--- src/rtl/krat_pkg.sv ---
// Shared types and constants for the keyed running average table.
// Field widths, mode and outcome codes, controller command and status structs.
// Used by every file of the block except krat_ram.
package krat_pkg;

    localparam int LVL_W   = 7;
    localparam int KEY_W   = 32;
    localparam int CNT_W   = 16;
    localparam int MODE_W  = 3;
    localparam int MAT_FW  = 4;
    localparam int DIR_FW  = 2;
    localparam int SLOT_FW = 4;
    localparam int OUTC_W  = 2;

    // Blend numerator level*count + new and divisor count + 1.
    localparam int NUM_W = LVL_W + CNT_W;
    localparam int DEN_W = CNT_W + 1;

    // Entry word: {updated flag, key, level}.
    localparam int ENT_W = 1 + KEY_W + LVL_W;

    localparam logic [LVL_W-1:0] ABSENT_RESET = 7'd99;

    localparam logic [MODE_W-1:0] MODE_SAMPLE    = 3'd0;
    localparam logic [MODE_W-1:0] MODE_CLOSE_DIR = 3'd1;
    localparam logic [MODE_W-1:0] MODE_CLOSE_SRV = 3'd2;
    localparam logic [MODE_W-1:0] MODE_LOAD      = 3'd3;
    localparam logic [MODE_W-1:0] MODE_READ      = 3'd4;

    localparam logic [OUTC_W-1:0] OUTC_MATCHED  = 2'd0;
    localparam logic [OUTC_W-1:0] OUTC_INSERTED = 2'd1;
    localparam logic [OUTC_W-1:0] OUTC_DROPPED  = 2'd2;
    localparam logic [OUTC_W-1:0] OUTC_DONE     = 2'd3;

    typedef enum logic [2:0] {
        KIND_BAD_MODE,
        KIND_BAD_ADDR,
        KIND_FULL,
        KIND_DONE,
        KIND_MATCH,
        KIND_INSERT,
        KIND_ENTRY
    } res_kind_t;

    typedef struct packed {
        logic      capture;
        logic      clr_step;
        logic      cnt_load;
        logic      cnt_bump;
        logic      k_clear;
        logic      k_slot;
        logic      k_inc;
        logic      scan_check;
        logic      take_free;
        logic      entry_latch;
        logic      mul;
        logic      div_start;
        logic      write_sample;
        logic      write_close;
        logic      write_load;
        logic      read_result;
        logic      emit;
        res_kind_t kind;
    } krat_cmd_t;

    typedef struct packed {
        logic [MODE_W-1:0] mode;
        logic              mode_bad;
        logic              addr_bad;
        logic              clr_last;
        logic              last_slot;
        logic              key_hit;
        logic              free_seen;
        logic              div_done;
        logic              out_busy;
    } krat_status_t;

endpackage

--- src/rtl/krat_ctrl.sv ---
// Sequencer of the keyed running average table: clearing pass, slot scan,
// blend, write-back and result hand-off. Depends on krat_pkg.
module krat_ctrl
    import krat_pkg::*;
(
    input  logic         clk,
    input  logic         rst_n,
    input  logic         in_valid,
    output logic         in_ready,
    input  krat_status_t st,
    output krat_cmd_t    cmd
);
    typedef enum logic [4:0] {
        S_CLEAR,
        S_IDLE,
        S_DECODE,
        S_CNT,
        S_SURVEY,
        S_SCAN_ADDR,
        S_SCAN_CHK,
        S_SCAN_END,
        S_MUL,
        S_DSTART,
        S_DWAIT,
        S_WRITE,
        S_CL_ADDR,
        S_CL_CHK,
        S_EN_ADDR,
        S_EN_CHK,
        S_OUT
    } state_t;

    state_t    state_reg, state_next;
    res_kind_t kind_reg, kind_next;

    always_ff @(posedge clk or negedge rst_n)
    begin
        if (!rst_n)
        begin
            state_reg <= S_CLEAR;
            kind_reg  <= KIND_DONE;
        end
        else
        begin
            state_reg <= state_next;
            kind_reg  <= kind_next;
        end
    end

    assign in_ready = (state_reg == S_IDLE);

    always_comb
    begin
        state_next = state_reg;
        kind_next  = kind_reg;
        cmd        = '0;
        cmd.kind   = kind_reg;
        unique case (state_reg)
            S_CLEAR:
            begin
                cmd.clr_step = 1'b1;
                if (st.clr_last)
                begin
                    state_next = S_IDLE;
                end
            end
            S_IDLE:
            begin
                if (in_valid)
                begin
                    cmd.capture = 1'b1;
                    state_next  = S_DECODE;
                end
            end
            S_DECODE:
            begin
                priority if (st.mode_bad)
                begin
                    kind_next  = KIND_BAD_MODE;
                    state_next = S_OUT;
                end
                else if (st.addr_bad)
                begin
                    kind_next  = KIND_BAD_ADDR;
                    state_next = S_OUT;
                end
                else
                begin
                    state_next = S_CNT;
                end
            end
            S_CNT:
            begin
                cmd.cnt_load = 1'b1;
                priority if (st.mode == MODE_CLOSE_SRV)
                begin
                    state_next = S_SURVEY;
                end
                else if (st.mode == MODE_SAMPLE)
                begin
                    cmd.k_clear = 1'b1;
                    state_next  = S_SCAN_ADDR;
                end
                else if (st.mode == MODE_CLOSE_DIR)
                begin
                    cmd.k_clear = 1'b1;
                    state_next  = S_CL_ADDR;
                end
                else
                begin
                    cmd.k_slot = 1'b1;
                    state_next = S_EN_ADDR;
                end
            end
            S_SURVEY:
            begin
                cmd.cnt_bump = 1'b1;
                kind_next    = KIND_DONE;
                state_next   = S_OUT;
            end
            S_SCAN_ADDR:
            begin
                state_next = S_SCAN_CHK;
            end
            S_SCAN_CHK:
            begin
                cmd.scan_check = 1'b1;
                priority if (st.key_hit)
                begin
                    kind_next  = KIND_MATCH;
                    state_next = S_MUL;
                end
                else if (st.last_slot)
                begin
                    state_next = S_SCAN_END;
                end
                else
                begin
                    cmd.k_inc  = 1'b1;
                    state_next = S_SCAN_ADDR;
                end
            end
            S_SCAN_END:
            begin
                if (st.free_seen)
                begin
                    cmd.take_free = 1'b1;
                    kind_next     = KIND_INSERT;
                    state_next    = S_MUL;
                end
                else
                begin
                    kind_next  = KIND_FULL;
                    state_next = S_OUT;
                end
            end
            S_MUL:
            begin
                cmd.mul    = 1'b1;
                state_next = S_DSTART;
            end
            S_DSTART:
            begin
                cmd.div_start = 1'b1;
                state_next    = S_DWAIT;
            end
            S_DWAIT:
            begin
                if (st.div_done)
                begin
                    state_next = S_WRITE;
                end
            end
            S_WRITE:
            begin
                if (st.mode == MODE_CLOSE_DIR)
                begin
                    cmd.write_close = 1'b1;
                    if (st.last_slot)
                    begin
                        kind_next  = KIND_DONE;
                        state_next = S_OUT;
                    end
                    else
                    begin
                        cmd.k_inc  = 1'b1;
                        state_next = S_CL_ADDR;
                    end
                end
                else
                begin
                    cmd.write_sample = 1'b1;
                    state_next       = S_OUT;
                end
            end
            S_CL_ADDR:
            begin
                state_next = S_CL_CHK;
            end
            S_CL_CHK:
            begin
                cmd.entry_latch = 1'b1;
                state_next      = S_MUL;
            end
            S_EN_ADDR:
            begin
                state_next = S_EN_CHK;
            end
            S_EN_CHK:
            begin
                if (st.mode == MODE_LOAD)
                begin
                    cmd.write_load = 1'b1;
                end
                else
                begin
                    cmd.read_result = 1'b1;
                end
                kind_next  = KIND_ENTRY;
                state_next = S_OUT;
            end
            S_OUT:
            begin
                // hold until the output register frees up
                if (!st.out_busy)
                begin
                    cmd.emit   = 1'b1;
                    state_next = S_IDLE;
                end
            end
            default:
            begin
                state_next = S_IDLE;
            end
        endcase
    end

`ifndef ASSERT_OFF
    a_emit_free: assert property (@(posedge clk) disable iff (!rst_n)
        cmd.emit |-> !st.out_busy)
        else $error("result emitted over an untaken result");
    a_clear_blocks: assert property (@(posedge clk) disable iff (!rst_n)
        (state_reg == S_CLEAR) |-> (!in_ready && !cmd.write_sample && !cmd.write_load))
        else $error("request path active during clearing pass");
`endif
endmodule

--- config.mk ---
export PLATFORM = sky130hd
export DESIGN_NAME = krat_ctrl
export DESIGN_NICKNAME = d
export VERILOG_FILES = /design/src/rtl/krat_pkg.sv /design/src/rtl/krat_ctrl.sv
export SDC_FILE = /design/constraint.sdc
export NUM_CORES = 1
export LEC_CHECK = 0
export ABC_CLOCK_PERIOD_IN_PS = 1700
export BUFFER_PORTS_ARGS = -buffer_cell sky130_fd_sc_hd__buf_2
export CAP_MARGIN = 15
export CORE_MARGIN = 5
export CORE_UTILIZATION = 42
export CTS_CLUSTER_DIAMETER = 150
export DETAILED_ROUTE_END_ITERATION = 10
export PLACE_DENSITY = 0.75
export SLEW_MARGIN = 30
export SYNTH_ARGS = -nofsm -noshare
export SYNTH_HDL_FRONTEND = slang
export SYNTH_SLANG_ARGS = --single-unit
--- constraint.sdc ---
create_clock -name clk -period 1.7 [get_ports clk]
set_input_delay 0.17 -clock clk [delete_from_list [all_inputs] [get_ports clk]]
set_output_delay 0.17 -clock clk [all_outputs]
set_load 0.02 [all_outputs]
==> metrics, run 1 <==
run status complete, but fails checks; failing checks setup timing; GRT overflow 0; number of register bits inferred by synthesis 8; clk_lat worst skew around 0.26 ns; I/O pin count 35; final weighted congestion in routability-driven placement between 1 and 1.5; transition at the pin with the smallest max-transition slack slightly below 0.6 ns; Area Growth Syn to Fin 77.74%; kind of end point of the critical path output pin; synthesized net count 132; power per cell area 1428 mW/mm²; clk sinks 8; class of the most critical setup path reg2out; post-synthesis instance total roughly 120; residual DRC count 0; Final HPWL DP between 2 and 2.5 mm; count of TritonRoute iterations in the first routing pass 4; static leakage power roughly 0.64 nW; startpoint type of the worst setup path register; first-pass GRT wire length roughly 5.4 mm; Highest Clock Rate just over 0.5 GHz; Clock Path Buffers 2; Final WS setup -0.2426 ns; worst hold path type in2async; Post-Synthesis Cell Area 809.5 µm²; clock tree from TritonCTS built; Diodes inserted 0; max_slew headroom 60.23%; via count of the first global-routing pass approximately 1100; final critical-path required period 1.943 ns; sequential-to-total area share from yosys stat roughly a quarter; count of nets after finishing between 150 and 200; DP Worst Slack -0.03185 ns; post-route antenna net violation count 0; EDFF count, synth 0; VDD IR max slightly above 1 mV; input/output buffers 34; placed standard-cell area between 0.001 and 0.0015 mm²; mean routed wirelength per cell between 20 and 25 µm; global-route met3 utilization 4.709%; final core occ between 80% and 90%; horizontal extent of the die between 50 and 60 µm; total number of yosys warnings 0; via density per instance about 6.5; total chip power approximately 0.002 W; met2 routing resource usage after global routing a little under half; number of buffers created by CTS 3; Initial Util around 45%; total wire length after detailed routing roughly 4.1 mm; Yosys cell types 37; maximum capacitance violations 0; mean cell area of the mapped netlist a little under 7 µm²; leading cell types in the layout, fill and taps excluded sky130_fd_sc_hd__buf_2 (22), sky130_fd_sc_hd__buf_4 (21), sky130_fd_sc_hd__buf_6 (14), sky130_fd_sc_hd__nor2_1 (12), sky130_fd_sc_hd__a21oi_1 (7); pins over their slew limit 0; setup clock skew after layout 0.004533 ns; most instantiated flip-flop cell in the synthesis netlist sky130_fd_sc_hd__dfrtp_1; via count of the routed design approximately 1300; Floorplan Core Area about 0.0018 mm²; Die Y 53.90 µm; layer carrying the most global-route usage met2; share of layout cells above drive strength 1 58.14%; commonest non-fill, non-tap cell in the layout sky130_fd_sc_hd__buf_2; clock slew seen by the registers of the worst setup and hold paths 0.06 ns; Die Outline Area between 0.002 and 0.003 mm²; Final setup viols 17; antenna violations before repair 0; flip-flop count of the largest register, all copies and words added 5; share of async-settable or async-resettable flops after synthesis 100.0%; peak fanout along the critical path 12; Required @ worst endpoint between 1.5 and 2 ns; Final Hold Viols 0; Non-Filler Cell Area, Final between 0.001 and 0.0015 mm²; buffer cell driving the clock tree root sky130_fd_sc_hd__clkbuf_4; CP arrival roughly 1.8 ns; RSZ-0062 raised after global routing true; GRT Overall Usage a little over a quarter; met1 capacity usage during global routing ~31%; hold slack final 0.2827 ns; pin count of the biggest net entering global routing 16; Rows 15; number of levels the H-tree was split into 1; period utilization 114.3%; starting DRC count in detailed routing 77
cells by family after synthesis:
family | Yosys count | share of synthesized area, %
and+or+nand+nor | 67 | 43.90
AOI/OAI and AO/OA | 25 | 19.17
buffers and inverters | 14 | 6.646
DFF | 8 | 25.04
muxes | 4 | 5.255
per-stage QoR:
stage	std cells	setup TNS [ns]
finish	197	-1.721
CTS	195	-0.9110
global placement	181	0
floorplan	118	-0.1309
global route	197	-2.635
detailed placement	181	-0.06497
power breakdown:
| part | internal [W] | leakage, nW | total [W] | switching (W) |
|---|---|---|---|---|
| sequential | 0.000274 | 0.0969 | 0.000347 | 0.0000732 |
| clock | 0.0000902 | 0.0150 | 0.000161 | 0.0000706 |
| combinational | 0.000673 | 0.526 | 0.00155 | 0.000874 |
Yosys cell counts (2+ instances only):
cell type | count | share of area, %
sky130_fd_sc_hd__mux2_1 | 2 | 2.8
sky130_fd_sc_hd__and3_1 | 2 | 1.5
sky130_fd_sc_hd__nor3_2 | 2 | 2.5
sky130_fd_sc_hd__mux2i_1 | 2 | 2.5
sky130_fd_sc_hd__nor2b_1 | 3 | 2.3
sky130_fd_sc_hd__dfrtp_1 | 6 | 19
sky130_fd_sc_hd__clkbuf_1 | 7 | 3.2
sky130_fd_sc_hd__dfstp_2 | 2 | 6.5
sky130_fd_sc_hd__nand2_1 | 5 | 2.3
sky130_fd_sc_hd__a21oi_1 | 7 | 4.3
sky130_fd_sc_hd__nor2_1 | 23 | 11
sky130_fd_sc_hd__o21ai_0 | 7 | 4.3
sky130_fd_sc_hd__nand3_1 | 4 | 2.5
sky130_fd_sc_hd__nor3_1 | 8 | 4.9
sky130_fd_sc_hd__o22ai_1 | 3 | 2.3
sky130_fd_sc_hd__inv_1 | 6 | 2.8
sky130_fd_sc_hd__nand2b_1 | 4 | 3.1
sky130_fd_sc_hd__or2_1 | 3 | 2.3
sky130_fd_sc_hd__or3_1 | 3 | 2.3
sky130_fd_sc_hd__nor3b_1 | 2 | 1.9
layer usage:
layer,routed length [µm],part of all wire [%],up-vias
li1,-,-,524
met1,1394,34,602
met5,0,0,-
met3,416,10,35
met4,215,5.2,0
met2,2114,51,111
what timing repair did:
| action | 4_1_cts | 5_1_grt |
|---|---|---|
| pin swaps | 11 | 10 |
| hold buffers | 1 | 0 |
| gates cloned | 0 | 1 |
| endpoints found under the hold margin | 8 | 0 |
| setup endpoints to repair | 15 | 22 |
| buffers inserted | 9 | 3 |
| gates resized for setup | 32 | 35 |
critical path, stage by stage, from the launching register on:
cell and delay [ns]:
sky130_fd_sc_hd__dfrtp_1 0.39, sky130_fd_sc_hd__buf_6 0.15, sky130_fd_sc_hd__nand3b_1 0.24, sky130_fd_sc_hd__nor3_1 0.28
sky130_fd_sc_hd__buf_4 0.20, sky130_fd_sc_hd__o21ba_4 0.15, sky130_fd_sc_hd__buf_6 0.11
worst paths after layout:
check                              from  depth (start not counted)      endpoint  slack (ns)
hold reg to reg             kind_reg[2]                          2   kind_reg[2]        0.60
min in group clk                  st[8]                          3  state_reg[0]        0.32
hold / removal                    rst_n                          2  state_reg[2]        0.28
setup / recovery           state_reg[4]                          6       cmd[13]       -0.24
max in group asynchronous         rst_n                          2   kind_reg[1]        1.17
setup reg to reg           state_reg[4]                          6   kind_reg[1]       -0.18
layout make-up:
type / instances / area (µm²)
clock buffer: 4 / 26.28
fill: 119 / 344.1
inverter: 6 / 22.52
multi-input combinational: 96 / 718.2
sequential: 8 / 205.2
tap: 25 / 31.28
timing repair buffer: 58 / 435.4
(Power assumes the default switching activity.)
==> run 2: changes to the inputs <==
--- a/config.mk
+++ b/config.mk
@@ -6,13 +6,14 @@
 export NUM_CORES = 1
 export LEC_CHECK = 0
 export ABC_CLOCK_PERIOD_IN_PS = 1700
-export BUFFER_PORTS_ARGS = -buffer_cell sky130_fd_sc_hd__buf_2
+export BUFFER_PORTS_ARGS = -buffer_cell sky130_fd_sc_hd__buf_4
 export CAP_MARGIN = 15
 export CORE_MARGIN = 5
-export CORE_UTILIZATION = 42
+export CORE_UTILIZATION = 44
+export CTS_BUF_LIST = sky130_fd_sc_hd__clkbuf_8
 export CTS_CLUSTER_DIAMETER = 150
 export DETAILED_ROUTE_END_ITERATION = 10
-export PLACE_DENSITY = 0.75
+export PLACE_DENSITY = 0.78
 export SLEW_MARGIN = 30
 export SYNTH_ARGS = -nofsm -noshare
 export SYNTH_HDL_FRONTEND = slang
==> run 2 against run 1 <==
Net effect:
- the run still ends with setup timing left
- via count is 11% higher
- count of clock-buffer cells in the layout is 1 lower
- first-iteration DRC count is 81% higher
- fmax is 0.12% lower
- global-route usage is 3.0 points higher
- sequential share of layout area is 2.0 points lower
- register-to-register slack worse by 0.06 ns
- sequential cell count stayed put
==> metrics, run 2 (synthesized netlist as in run 1, its figures left out) <==
via count of the first global-routing pass 1203 (+8.1%); Clock Path Buffers 2 (unchanged); clk_lat worst skew 0.24 ns (-0.02 ns); I/O pin count 35 (unchanged); DP Cell Count 190 (+5.0%); number of levels the H-tree was split into 1 (unchanged); Rows 15 (unchanged); Floorplan Core Area 0.001745 mm² (-2.1%); Required @ worst endpoint 1.53 ns (about the same); starting DRC count in detailed routing 139 (+81%); number of buffers created by CTS 3 (unchanged); static leakage power 0.7201 nW (+13%); leading cell types in the layout, fill and taps excluded sky130_fd_sc_hd__buf_4 (51), sky130_fd_sc_hd__buf_6 (17), sky130_fd_sc_hd__nor2_1 (11), sky130_fd_sc_hd__nor2_4 (9); via density per instance 6.798 (+5.3%); setup clock skew after layout 0.008833 ns (+0.004300 ns); crit path cell chain or3b_4 -> or2_4 -> nor2_4 -> o21ba_4 -> buf_6; Final HPWL DP 2.441 mm (+13%); count of TritonRoute iterations in the first routing pass 5 (+1); pins over their slew limit 0 (unchanged); antenna violations before repair 0 (unchanged); worst hold path type in2async; clk sinks 8 (unchanged); peak fanout along the critical path 4 (-8); Initial Util 46.38% (+0.98 points); failing checks setup timing; horizontal extent of the die 52.90 µm (-1.9%); pin count of the biggest net entering global routing 13 (-3); setup TNS after final layout -3.042 ns (-1.321 ns); power per cell area 1469 mW/mm² (+2.9%); residual DRC count 0 (unchanged); Final Hold Viols 0 (unchanged); final critical-path required period 1.945 ns (+0.002284 ns); Die Y 52.90 µm (-1.9%); Final setup viols 23 (+6); kind of end point of the critical path output pin; Diodes inserted 0 (unchanged); post-route antenna net violation count 0 (unchanged); final weighted congestion in routability-driven placement 0.9033 (-11%); final instance count without filler cells 208 (+5.6%); max_slew headroom 59.82% (-0.41 points); VDD IR max 1.290 mV (+26%); cell with the largest stage delay on the worst path sky130_fd_sc_hd__or3b_4; final core occ 94.98% (+14 points); Buffers & Inverters on Critical Path 1 (-2); Die Outline Area 0.002798 mm² (-3.7%); run status complete, but fails checks; clock tree from TritonCTS built; Final WS setup -0.2449 ns (-0.002284 ns); flip-flop count of the largest register, all copies and words added 5 (unchanged); Crit path largest cell delay 0.45 ns (+0.06 ns); CP arrival 1.77 ns (about the same); clock slew seen by the registers of the worst setup and hold paths 0.05 ns (about the same); buffer cell driving the clock tree root sky130_fd_sc_hd__clkbuf_8; Highest Clock Rate 0.5142 GHz (-0.12%); commonest non-fill, non-tap cell in the layout sky130_fd_sc_hd__buf_4; startpoint type of the worst setup path register; class of the most critical setup path reg2out; Area Growth Syn to Fin 104.8%; Top delay family on crit path simple AND/OR/NAND/NOR gates; RSZ-0062 raised after global routing true; first-pass GRT wire length 5.947 mm (+9.9%); transition at the pin with the smallest max-transition slack 0.6014 ns (+0.006197 ns); via count of the routed design 1414 (+11%); period utilization 114.4% (+0.13 points); input/output buffers 34 (unchanged); GRT Overall Usage 29.32% (+3.0 points); total wire length after detailed routing 5.370 mm (+30%); share of layout cells above drive strength 1 64.48% (+6.3 points); mean routed wirelength per cell 25.82 µm (+23%); GRT overflow 0 (unchanged); maximum capacitance violations 0 (unchanged); count of nets after finishing 198 (+5.9%)
run 2: what timing repair did:
action	CTS	global route
cloned	0	0
endpoints found under the setup margin	19	26
setup buffers	8	6
hold buffers	1	0
pin swaps	13	10
hold endpoints to repair	8	0
gates resized for setup	32	33
run 2: worst paths after layout:
path	from	end	slack [ns]	depth (start not counted)
max	state_reg[2]	cmd[13]	-0.24	5
min	rst_n	state_reg[0]	0.31	2
max reg2reg	state_reg[3]	kind_reg[1]	-0.24	6
min reg2reg	kind_reg[2]	kind_reg[2]	0.60	2
max in group asynchronous	rst_n	kind_reg[0]	1.16	2
min in group clk	st[2]	kind_reg[2]	0.36	3
run 2: power breakdown:
part / switching, W / total, W / internal [W] / leakage, nW
clock network: 0.0000953 / 0.000254 / 0.000158 / 0.0269
registers: 0.0000976 / 0.000370 / 0.000273 / 0.0980
logic: 0.00101 / 0.00181 / 0.000806 / 0.595
total: 0.00120 / 0.00244 / 0.00124 / 0.720
run 2: final cells by class:
class,instances,area (µm²)
clock buffer,3,41.29
clock inverter,1,3.754
fill,49,87.58
inverter,6,26.28
multi-input combinational,96,767.0
sequential,8,203.9
tap,25,31.28
timing repair buffer,69,584.3
run 2: routing by layer:
layer | routed length [µm] | vias to the layer above | GRT usage [%]
met5 | 0 | - | 0
met4 | 427 | 0 | 8.085
met2 | 2406 | 163 | 51.65
met3 | 747 | 52 | 9.859
li1 | - | 548 | -
met1 | 1790 | 651 | 33.33
run 2: stage by stage:
stage                     setup slack (ns)  hold WS (ns)  power [W]  cell area [µm²]
after floorplan                   -0.05474       -0.1256   0.001009            837.1
after global placement            -0.05371      -0.01270   0.001487             1244
after detailed placement           -0.1059      -0.01055   0.001512             1244
after CTS                          -0.1627        0.2745   0.001987             1471
after global routing               -0.3325        0.3284   0.002506             1658
final                              -0.2449        0.3097   0.002435             1658
==> run 3: changes to the inputs <==
--- a/config.mk
+++ b/config.mk
@@ -8,7 +8,7 @@
 export ABC_CLOCK_PERIOD_IN_PS = 1700
 export BUFFER_PORTS_ARGS = -buffer_cell sky130_fd_sc_hd__buf_4
 export CAP_MARGIN = 15
-export CORE_MARGIN = 5
+export CORE_MARGIN = 3
 export CORE_UTILIZATION = 44
 export CTS_BUF_LIST = sky130_fd_sc_hd__clkbuf_8
 export CTS_CLUSTER_DIAMETER = 150
==> run 3 against run 2 <==
Net effect:
- the flow now stops in clock tree synthesis
- synthesized cell count stayed put
- area after synthesis stayed put
==> metrics, run 3 <==
buffer cell driving the clock tree root sky130_fd_sc_hd__clkbuf_8; Die Y 48.90 µm (-7.6%); mean cell area of the mapped netlist 6.860 µm² (unchanged); run status did not finish; cts hold-fix bufs 1 (unchanged); clk sinks 8 (unchanged); synthesized net count 132 (unchanged); final weighted congestion in routability-driven placement 0.9425 (+4.3%); input/output buffers 34 (unchanged); Rows 14 (-1); Post-Synthesis Cell Area 809.5 µm² (unchanged); sequential-to-total area share from yosys stat 25.04% (unchanged); most repeated cell in the gate-level netlist after synthesis sky130_fd_sc_hd__nor2_1; EDFF count, synth 0 (unchanged); number of buffers created by CTS 3 (unchanged); tool error [ERROR DPL-0033] detailed placement checks failed during check placement.; number of levels the H-tree was split into 1 (unchanged); horizontal extent of the die 48.90 µm (-7.6%); most instantiated flip-flop cell in the synthesis netlist sky130_fd_sc_hd__dfrtp_1; placed standard-cell area 0.001257 mm² (+1.1%); top post-synthesis cells by area sky130_fd_sc_hd__dfrtp_1 (19%), sky130_fd_sc_hd__nor2_1 (11%), sky130_fd_sc_hd__dfstp_2 (6.5%), sky130_fd_sc_hd__nor3_1 (4.9%), sky130_fd_sc_hd__a21oi_1 (4.3%); total number of yosys warnings 0 (unchanged); Initial Util 50.23% (+3.9 points); number of register bits inferred by synthesis 8 (unchanged); top cell type by total area after synthesis sky130_fd_sc_hd__dfrtp_1; Synth top cells by count sky130_fd_sc_hd__nor2_1 (23), sky130_fd_sc_hd__nor3_1 (8), sky130_fd_sc_hd__a21oi_1 (7), sky130_fd_sc_hd__clkbuf_1 (7), sky130_fd_sc_hd__o21ai_0 (7); Clock Path Buffers 2 (unchanged); I/O pin count 35 (unchanged); Yosys cell types 37 (unchanged); Halt Stage clock tree synthesis; share of async-settable or async-resettable flops after synthesis 100.0% (unchanged); total of cells resized after clock tree synthesis 37 (+16%); post-synthesis instance total 118 (unchanged); Final HPWL DP 2.470 mm (+1.2%); setup fix buffers added after clock tree synthesis 10 (+2); fraction of synthesized cell area taken by the top area cell type 18.55% (unchanged)
==> run 3: metrics by stage <==
stage	instances	util, %	hold WS, ns	setup WS (ns)
detailed placement	191	78.03	-0.008496	-0.09123
floorplan	118	-	-0.1256	-0.05474
global placement	191	78.03	-0.01241	-0.01070
==> run 3: cell families after synthesis <==
logic type,count (synthesis),share of synthesized area (%)
and+or+nand+nor,67,43.90
AOI/OAI and AO/OA,25,19.17
buffers and inverters,14,6.646
DFF,8,25.04
muxes,4,5.255
==> run 4: changes to the inputs <==
==> config.mk (replaced) <==
export PLATFORM = sky130hd
export DESIGN_NAME = krat_ctrl
export DESIGN_NICKNAME = d
export VERILOG_FILES = /design/src/rtl/krat_pkg.sv /design/src/rtl/krat_ctrl.sv
export SDC_FILE = /design/constraint.sdc
export NUM_CORES = 1
export LEC_CHECK = 0
export ABC_CLOCK_PERIOD_IN_PS = 2200
export BUFFER_PORTS_ARGS = -buffer_cell sky130_fd_sc_hd__buf_4
export CAP_MARGIN = 15
export CORE_AREA = 3 3 64 66
export DETAILED_ROUTE_END_ITERATION = 10
export DIE_AREA = 0 0 67 69
export PLACE_DENSITY_LB_ADDON = 0.15
export SLEW_MARGIN = 30
export SYNTH_ARGS = -nofsm -noshare
export SYNTH_HDL_FRONTEND = slang
export SYNTH_SLANG_ARGS = --single-unit
==> constraint.sdc (replaced) <==
create_clock -name clk -period 2.2 [get_ports clk]
set_input_delay 0.22 -clock clk [delete_from_list [all_inputs] [get_ports clk]]
set_output_delay 0.22 -clock clk [all_outputs]
set_load 0.02 [all_outputs]
==> run 4 against run 3 <==
Net effect:
- the run now ends clean
==> metrics, run 4 (synthesized netlist as in run 1, its figures left out) <==
run status complete, no violations; GRT Overall Usage roughly an eighth; via count of the first global-routing pass between 900 and 1000; share of layout cells above drive strength 1 33.12%; cell with the largest stage delay on the worst path sky130_fd_sc_hd__dfrtp_1; crit path cell chain or3b_4 -> or2_1 -> nor2_1 -> o21ba_2 -> buf_4; maximum capacitance violations 0; DP Worst Slack 0.2758 ns (+0.3671 ns); Top delay family on crit path simple AND/OR/NAND/NOR gates; Required @ worst endpoint around 2.0 ns; worst hold path type in2async; residual DRC count 0; count of TritonRoute iterations in the first routing pass 4; Crit path depth 5; Floorplan Core Area between 0.003 and 0.004 mm²; setup clock skew after layout approximately 0.007 ns; clock tree from TritonCTS built; input/output buffers 34 (unchanged); power per cell area approximately 1100 mW/mm²; Die Y 69 µm (+41%); Final setup viols 0; VDD IR max approximately 0.34 mV; peak fanout along the critical path 7; Area Growth Syn to Fin 46.52%; commonest non-fill, non-tap cell in the layout sky130_fd_sc_hd__buf_4; detailed-routed wire length on met2 about 1.3 mm; clk sinks 8 (unchanged); Rows 22 (+8); post-route antenna net violation count 0; transition at the pin with the smallest max-transition slack between 0.4 and 0.5 ns; Int Power 0.0006593 W; RSZ-0062 raised after global routing false; Net Sw Power 0.0005867 W; GRT overflow 0; topmost layer with routed signal wires met4; static leakage power between 0.5 and 0.6 nW; count of nets after finishing about 170; class of the most critical setup path reg2out; Crit path largest cell delay about 0.44 ns; Diodes inserted 0; via density per instance just under 5; register share of total power between 20% and 30%; setup TNS after final layout 0 ns; met3 wire length 132 µm; launching point of the worst reg2reg path state_reg[2]; final weighted congestion in routability-driven placement 0.8482 (-10%); kind of end point of the critical path output pin; pin count of the biggest net entering global routing 16; cell depth of the worst flop-to-flop path 5; Buffers & Inverters on Critical Path 1; final critical-path required period ~2.1 ns; Die Outline Area 0.004623 mm²; Final WS setup 0.09485 ns; mean routed wirelength per cell around 14 µm; flip-flop count of the largest register, all copies and words added 5; CP arrival 1.89 ns; I/O pin count 35 (unchanged); switching part of the total power 47.09%; first-pass GRT wire length approximately 4.6 mm; max_slew headroom 72.10%; pins over their slew limit 0; number of buffers created by CTS 3 (unchanged); worst-case register-to-register setup slack around 0.27 ns; total wire length after detailed routing roughly 2.8 mm; period utilization between 90% and 100%; Final Hold Viols 0; leading cell types in the layout, fill and taps excluded sky130_fd_sc_hd__buf_4 (39), sky130_fd_sc_hd__nor2_1 (23), sky130_fd_sc_hd__nor3_1 (8), sky130_fd_sc_hd__a21oi_1 (7), sky130_fd_sc_hd__o21ai_0 (7); via count of the routed design about 1000; RR Endpoint kind_reg[1]; power share of the combinational group between 60% and 70%; Final HPWL DP 2.316 mm (-6.3%); antenna violations before repair 0; number of levels the H-tree was split into 1 (unchanged); buffer cell driving the clock tree root sky130_fd_sc_hd__clkbuf_8; total of cells resized after clock tree synthesis 0 (-100%); clock slew seen by the registers of the worst setup and hold paths ~0.04 ns; clock group share of total power 15.1%; horizontal extent of the die 67 µm (+37%); metal1 wirelength about 1.4 mm; startpoint type of the worst setup path register; starting DRC count in detailed routing 99; clk_lat worst skew around 0.24 ns; Initial Util 22.28% (-28 points); Highest Clock Rate ~0.48 GHz; Clock Path Buffers 2 (unchanged)
==> run 4: stage by stage <==
step                       power, W  utilization (%)  std cells  area, µm²  hold WS [ns]
final                      0.001246            32.64        202       1186        0.3359
after floorplan           0.0007682                -        118      809.5      -0.07559
after detailed placement   0.001059            31.13        197       1131       0.04287
after global routing       0.001342            32.64        202       1186        0.3542
after CTS                  0.001252            32.64        202       1186        0.3376
after global placement     0.001056            31.13        197       1131       0.04009
==> run 4: layout make-up <==
| class | count | area [µm²] |
|---|---|---|
| Inverter | 6 | 22.52 |
| Multi-Input combinational cell | 96 | 553.0 |
| Clock buffer | 4 | 45.04 |
| Fill cell | 418 | 2447 |
| Tap cell | 48 | 60.06 |
| Timing Repair Buffer | 40 | 302.8 |
| Sequential cell | 8 | 202.7 |
==> run 4: power groups by stage <==
stage / clock network [W] / logic, W / registers [W]
final: 0.000189 / 0.000783 / 0.000274
after global routing: 0.000198 / 0.000858 / 0.000285
after CTS: 0.000189 / 0.000789 / 0.000274
after detailed placement: 0 / 0.000783 / 0.000276
after global placement: 0 / 0.000785 / 0.000271
after floorplan: 0 / 0.000505 / 0.000264
==> run 4: layer usage <==
| layer | up-vias | GRT usage [%] |
|---|---|---|
| met4 | 0 | 4.054 |
| met2 | 32 | 19.65 |
| met3 | 5 | 1.140 |
| met5 | - | 0 |
| met1 | 456 | 18.73 |
| li1 | 485 | - |
==> run 4: worst max path at each step <==
stage | from | end | slack [ns]
5_1_grt | state_reg[2] | cmd[13] | 0.03
3_5_place_dp | state_reg[2] | kind_reg[1] | 0.28
6_report | state_reg[2] | cmd[13] | 0.09
2_1_floorplan | state_reg[1] | cmd[13] | 0.20
3_3_place_gp | state_reg[4] | state_reg[0] | 0.33
4_1_cts | state_reg[2] | cmd[13] | 0.11
==> run 4: timing repair <==
| item | 4_1_cts | 5_1_grt |
|---|---|---|
| endpoints found under the setup margin | 0 | 0 |
| hold buffers | 1 | 0 |
| buffers inserted | 0 | 0 |
| hold endpoints to repair | 8 | 0 |
